`src/rtl/skrl_pkg.sv`:
```
// Shared types and codes for the sorted keyed record list.
// Used by skrl_cell and the sorted_keyed_record_list top level; no dependencies.
`timescale 1ns / 1ps

package skrl_pkg;

   // Request opcodes
   localparam logic [1:0] OP_ADD  = 2'd0;
   localparam logic [1:0] OP_DEL  = 2'd1;
   localparam logic [1:0] OP_DUMP = 2'd2;

   // Result status codes
   localparam logic [2:0] ST_INSERTED  = 3'd0;
   localparam logic [2:0] ST_UPDATED   = 3'd1;
   localparam logic [2:0] ST_DELETED   = 3'd2;
   localparam logic [2:0] ST_NOT_FOUND = 3'd3;
   localparam logic [2:0] ST_FULL      = 3'd4;
   localparam logic [2:0] ST_DUMP      = 3'd5;
   localparam logic [2:0] ST_EMPTY     = 3'd6;

   // Cell commands
   localparam logic [2:0] CELL_HOLD = 3'd0;
   localparam logic [2:0] CELL_INS  = 3'd1;
   localparam logic [2:0] CELL_DEL  = 3'd2;
   localparam logic [2:0] CELL_UPD  = 3'd3;
   localparam logic [2:0] CELL_ROT  = 3'd4;

   typedef struct packed {
      logic [1:0]  opcode;
      logic [15:0] key_day;
      logic [31:0] low_value;
      logic [31:0] high_value;
   } req_type;

   typedef struct packed {
      logic [2:0]  status;
      logic [15:0] out_day;
      logic [31:0] out_low;
      logic [31:0] out_high;
      logic        last;
   } rsp_type;

   typedef struct packed {
      logic [15:0] key;
      logic [31:0] low;
      logic [31:0] high;
   } rec_type;

   // Broadcast from the controller to every cell
   typedef struct packed {
      logic [2:0] cmd;
      rec_type    rec;
   } cell_ctrl_type;

endpackage

```
`src/rtl/skrl_cell.sv`:
```
// One storage cell of the sorted record chain: holds a record, compares its key.
// Depends on skrl_pkg.
`timescale 1ns / 1ps

module skrl_cell (
   input  logic                   clock,
   input  skrl_pkg::cell_ctrl_type ctrl,
   input  logic                   occ,
   input  logic                   tail,
   input  logic                   prev_lt,
   input  skrl_pkg::rec_type      prev_rec,
   input  skrl_pkg::rec_type      next_rec,
   input  skrl_pkg::rec_type      head_rec,
   output logic                   lt,
   output logic                   eq,
   output skrl_pkg::rec_type      rec
);
   import skrl_pkg::*;

   rec_type rec_ff;
   rec_type rec_in;

   // Compare the held key with the broadcast key
   assign lt  = occ && (rec_ff.key < ctrl.rec.key);
   assign eq  = occ && (rec_ff.key == ctrl.rec.key);
   assign rec = rec_ff;

   // Pick the next content from the neighbors, the head cell or the broadcast record
   always_comb begin
      rec_in = rec_ff;
      case (ctrl.cmd)
         CELL_INS: begin
            if (!prev_lt) begin
               rec_in = prev_rec;
            end else if (!lt) begin
               rec_in = ctrl.rec;
            end
         end
         CELL_DEL: begin
            if (!lt) begin
               rec_in = next_rec;
            end
         end
         CELL_UPD: begin
            if (eq) begin
               rec_in.low  = ctrl.rec.low;
               rec_in.high = ctrl.rec.high;
            end
         end
         CELL_ROT: begin
            rec_in = tail ? head_rec : next_rec;
         end
         default: begin
            rec_in = rec_ff;
         end
      endcase
   end

   always_ff @(posedge clock) begin
      rec_ff <= rec_in;
   end

endmodule

```
`config.mk`:
```
export PLATFORM = sky130hd
export DESIGN_NAME = skrl_cell
export DESIGN_NICKNAME = d
export VERILOG_FILES = /design/src/rtl/skrl_pkg.sv /design/src/rtl/skrl_cell.sv
export SDC_FILE = /design/constraint.sdc
export NUM_CORES = 1
export LEC_CHECK = 0
export BUFFER_PORTS_ARGS = -buffer_cell sky130_fd_sc_hd__buf_2
export CAP_MARGIN = 20
export CORE_AREA = 2 2 159 161
export CTS_CLUSTER_DIAMETER = 60
export CTS_CLUSTER_SIZE = 40
export DETAILED_ROUTE_END_ITERATION = 10
export DIE_AREA = 0 0 161 163
export SYNTH_ARGS = -nofsm -noshare
export SYNTH_HDL_FRONTEND = slang
export SYNTH_SLANG_ARGS = --single-unit
```
`constraint.sdc`:
```
create_clock -name clock -period 4.7 [get_ports clock]
set_input_delay 0.235 -clock clock [delete_from_list [all_inputs] [get_ports clock]]
set_output_delay 0.235 -clock clock [all_outputs]
set_load 0.01 [all_outputs]
```
; After elaboration in Yosys (flattened, before gate mapping)
; Index checks and enable logic that the tools add are counted.
[op_classes]
order_cmp = 1
eq_ne = 8
n_mux = 7
n_reduce_logical = 6
[ops]
columns = cell, count
row1 = $mux 80, 4
row2 = $pmux 64 s4, 1
row3 = $mux 64, 1
row4 = $pmux 16 s3, 1
row5 = $eq 16x16->1, 1
row6 = $lt 16x16->1, 1
row7 = $eq 3x2->1 const B, 2
row8 = $ne 2x2->1 const B, 2
row9 = $reduce_and 4->1, 1
row10 = $reduce_bool 4->1, 1
row11 = $eq 3x1->1 const B, 1
row12 = $eq 3x3->1 const B, 1
row13 = $ne 3x3->1 const B, 1
row14 = $reduce_and 3->1, 1
row15 = $reduce_bool 3->1, 1
row16 = $logic_and 1x1->1, 2
[word_totals]
register_bits = 80
inputBits = 327
output_inout_bits = 82
wordCells = 25

; Longest topological paths before layout
[depth]
depth_word = 5
mapped_depth = 8
ltp_nobuf = 7

; Worst setup path after synthesis
; No wires, ideal clock.
[synth_timing]
path_kind = reg-to-reg
from = register rec_ff, in the netlist rec[79]
to = register rec_ff, in the netlist rec[0], enable pin
setup_ns = 0.507
arrival_ns = 4.651
t_required_ns = 4.193
setup_slack_ns = -0.458
path_stages_with_launch = 7
n_path_buf = 0
period_less_slack_ns = 5.158
cell_sequence = edfxtp_1 -> ha_1 -> nand4_1 -> nor3_1 -> and3_1 -> a31oi_1 -> a21oi_1
[synth_between]
elab_chain_cells = 4
word_cells_on_any_way = 8
classes_between = order compare: 1 / eq/ne: 4 / reduce/logical: 3
[synth_lines]
columns = item, line_no
row1 = "start, declared", skrl_cell.sv:20  ; rec_type rec_ff;
row2 = "start signal, assigned", skrl_cell.sv:60  ; rec_ff <= rec_in;
row3 = $eq 16x16->1, skrl_cell.sv:25  ; assign eq = occ && (rec_ff.key == ctrl.rec.key);
row4 = $logic_and 1x1->1, skrl_cell.sv:25
row5 = via eq, skrl_cell.sv:15  ; output logic eq,
row6 = $ne 2x2->1 (no line), -
row7 = $reduce_and 4->1 (no line), -
; The timed path passes the listed nets, and every way through them passes these cells.
; A chain may end at the register's enable or synchronous reset.

; Final worst setup path
[layout_timing]
from = register rec_ff, in the netlist rec[78]
to = register rec_ff, in the netlist rec[27], enable pin
[layout_between]
elab_chain_cells = 4
word_cells_on_any_way = 8
classes_between = order compare: 1 / eq/ne: 4 / reduce/logical: 3
[layout_lines]
columns = item, line_no
row1 = $lt 16x16->1 or $eq 16x16->1 (tied branches), "skrl_cell.sv:24, skrl_cell.sv:25"
row2 = $logic_and 1x1->1 (on tied branches), "skrl_cell.sv:24, skrl_cell.sv:25"
row3 = $ne 3x3->1 (no line) or $ne 2x2->1 (tied branches), -
row4 = $reduce_and 4->1 (no line) *, -
; Mark *: on every way between the ends. The rest lies on a longest branch, timed or not.

==> reports/qor.txt <==
Reg2Reg Depth - 7
Clk_skew - 0.006858 ns
Syn Std Cell Area - 0.005238 mm^2
Layout cell share with drive strength beyond 1 - 48.62%
Power per cell area - 280.2 mW/mm^2
Initial Util - 21.23%
Syn nets - 858
CP required - 4.68 ns
Avg Cell Area, Syn - 10.17 um^2
PortBufs - 408
R2R Path End - rec[27]
CP Launch Type - flop
Post-CTS sizing - 0
CP arrival - 3.27 ns
Post-synthesis sequential area ratio - 45.87%
Hold Crit Start - ctrl[4]
First-pass GRT wire length - 31370 um
Fin crit share - 70.00%
Slew Limit Fails - 0
Largest register FFs - 80
Async SR Flop Fraction - 0%
Hold path depth - 3
Chip Height - 163 um
RR Startpoint - rec[78]
Cts hold-fix bufs - 0
RSZ-0062 raised after global routing - no
Peak Freq - 303.9 MHz
Final Hold Fails - 0
CP Max Fanout - 39
# DRC - 0
Worst setup path class - flop to flop
Total power - 2.203 mW
Slew HR - 28.86%
Routed len/inst - 17.43 um
Die W - 161 um
Ys flop type - edfxtp_1
CTS Sinks - 80
Antenna viol nets, final - 0
Final WL - 21560 um
Yosys warnings - 0
Setup Total Neg Slack - 0 ns
Nets - 1243
EDFF count, synth - 80
Crit-path cells - ha_1 -> nand4_1 -> nor3_1 -> and3_1 -> a31oi_1 -> a21oi_4 -> buf_4
Post-CTS Setup Inserts - 0
Yosys cell types - 36
DIE AREA - 0.02624 mm^2
Post-synthesis cell count - 515
Slowest CP cell - a21oi_4
GRT Overall Usage - 15.50%
Vias per inst - 4.724
Max IR drop VDD - 0.1098 mV
CTS max path bufs - 2
Remaining Overflow, GRT - 0
Endpoint class of the critical path - flop
H-tree lvl count - 3
CTS tree - done
Pre-Repair DR Iteration Count - 4
1st-iter DRT viols - 371
Final setup violation count - 0
Slew @ Worst Pin - 1.064 ns
GPL Wtd Cong - 0.8312
CP max stage delay - 0.74 ns
Area Overhead vs Synth - 50.14%
Leakage power - 3.696 nW
Tmin final - 3.290 ns
Worst hold-check path type - input port to flop
Num rows - 58
Status - completed
Antenna violations before repair - 3
Ports - 409
Vias in the first global route - 5622
HPWL Detailed - 16720 um
R2R Setup Slk - 1.41 ns
Largest net degree at the start of global routing - 75
Core region area - 0.02467 mm^2
Seq cells post-synth - 80
Vias - 5843
Clk Tree Root Cell - clkbuf_16
Max-cap viol count - 0
Num CTS Buffers - 9
Worst Hold Endpoint - rec[4]
Skew-Pair Late Insertion Delay - 0.34 ns
Clock-pin slew on the worst setup and hold paths - 0.06 ns
==> worst max path at each step <==
stage / from / end / slack (ns) / cells after the start
2_1_floorplan: rec[79] / rec[0] / 0.98 / 6
3_3_place_gp: rec[79] / rec[60] / 1.45 / 7
3_5_place_dp: rec[79] / rec[14] / 1.33 / 7
4_1_cts: rec[78] / rec[14] / 1.31 / 7
5_1_grt: rec[79] / rec[35] / 1.10 / 7
6_report: rec[78] / rec[27] / 1.41 / 7
==> layout make-up <==
class | instances | area [um^2]
Clock inverter | 7 | 93.84
Antenna cell | 2 | 5.005
Multi-Input combinational cell | 374 | 2549
Fill cell | 2636 | 16810
Clock buffer | 9 | 225.2
Timing Repair Buffer | 416 | 2105
Tap cell | 330 | 412.9
Inverter | 19 | 71.32
Sequential cell | 80 | 2402
==> layer usage <==
layer | wire [um] | vias up | track usage [%]
met4 | 491 | 0 | 5.276
li1 | - | 2766 | -
met1 | 8678 | 2733 | 18.32
met3 | 1822 | 33 | 4.100
met5 | 0 | - | 0
met2 | 10570 | 311 | 27.27
==> synthesized netlist by cell type (3+ instances only) <==
| cell | instances | area (um^2) |
|---|---|---|
| nand2_1 | 94 | 352.8 |
| edfxtp_1 | 80 | 2402 |
| a22oi_1 | 62 | 465.5 |
| mux2i_1 | 52 | 520.5 |
| o21ai_0 | 32 | 160.2 |
| a32oi_1 | 30 | 262.8 |
| nor2_1 | 24 | 90.09 |
| buf_2 | 19 | 95.09 |
| inv_1 | 19 | 71.32 |
| a221o_1 | 16 | 160.2 |
| ha_1 | 16 | 200.2 |
| a21oi_1 | 14 | 70.07 |
| clkbuf_1 | 13 | 48.80 |
| o21ai_1 | 7 | 35.03 |
| buf_4 | 5 | 37.54 |
| buf_6 | 5 | 56.30 |
| nand2b_1 | 3 | 18.77 |
| nand4_1 | 3 | 18.77 |
==> stage by stage <==
| step | hold slack, ns | worst slack, ns | area, um^2 | util [%] | cells |
|---|---|---|---|---|---|
| floorplan | 0.4322 | 0.9769 | 5241 | - | 515 |
| global placement | 0.5235 | 1.454 | 7540 | 30.56 | 1219 |
| detailed placement | 0.5292 | 1.326 | 7540 | 30.56 | 1219 |
| CTS | 0.1613 | 1.309 | 7859 | 31.85 | 1235 |
| global route | 0.1683 | 1.100 | 7859 | 31.85 | 1235 |
| finish | 0.1816 | 1.410 | 7864 | 31.87 | 1237 |
==> where the power goes <==
part / internal [mW] / switching (mW)
combinational: 0.244 / 0.301
clock: 0.467 / 0.299
sequential: 0.874 / 0.0181
total: 1.58 / 0.619
==> placed cells by master (no fill, tap or decap), types with 19 or more instances in the layout <==
cell	synthesis	routed
o21ai_0	32	32
mux2i_1	52	52
buf_2	19	407
a22oi_1	62	62
edfxtp_1	80	80
a32oi_1	30	30
nand2_1	94	94
nor2_1	24	24
inv_1	19	19
==> critical path: cells and delay by family (launching register included) <==
kind	cells	cell delay, ns
AO/OA/AOI/OAI	2	0.87
buffers and inverters	1	0.58
adder cells (fa/ha/maj)	1	0.33
flip-flops	1	0.39
AND/OR/NAND/NOR	3	0.73
==> cells by family after synthesis <==
kind of cell / after synthesis / share of synthesized area (%)
AOI/OAI and AO/OA: 171 / 23.87
adders and majority gates: 16 / 3.822
buffers and inverters: 61 / 5.901
DFF: 80 / 45.87
muxes: 52 / 9.938
and+or+nand+nor: 135 / 10.61
Power figures use the tool's default switching activity.
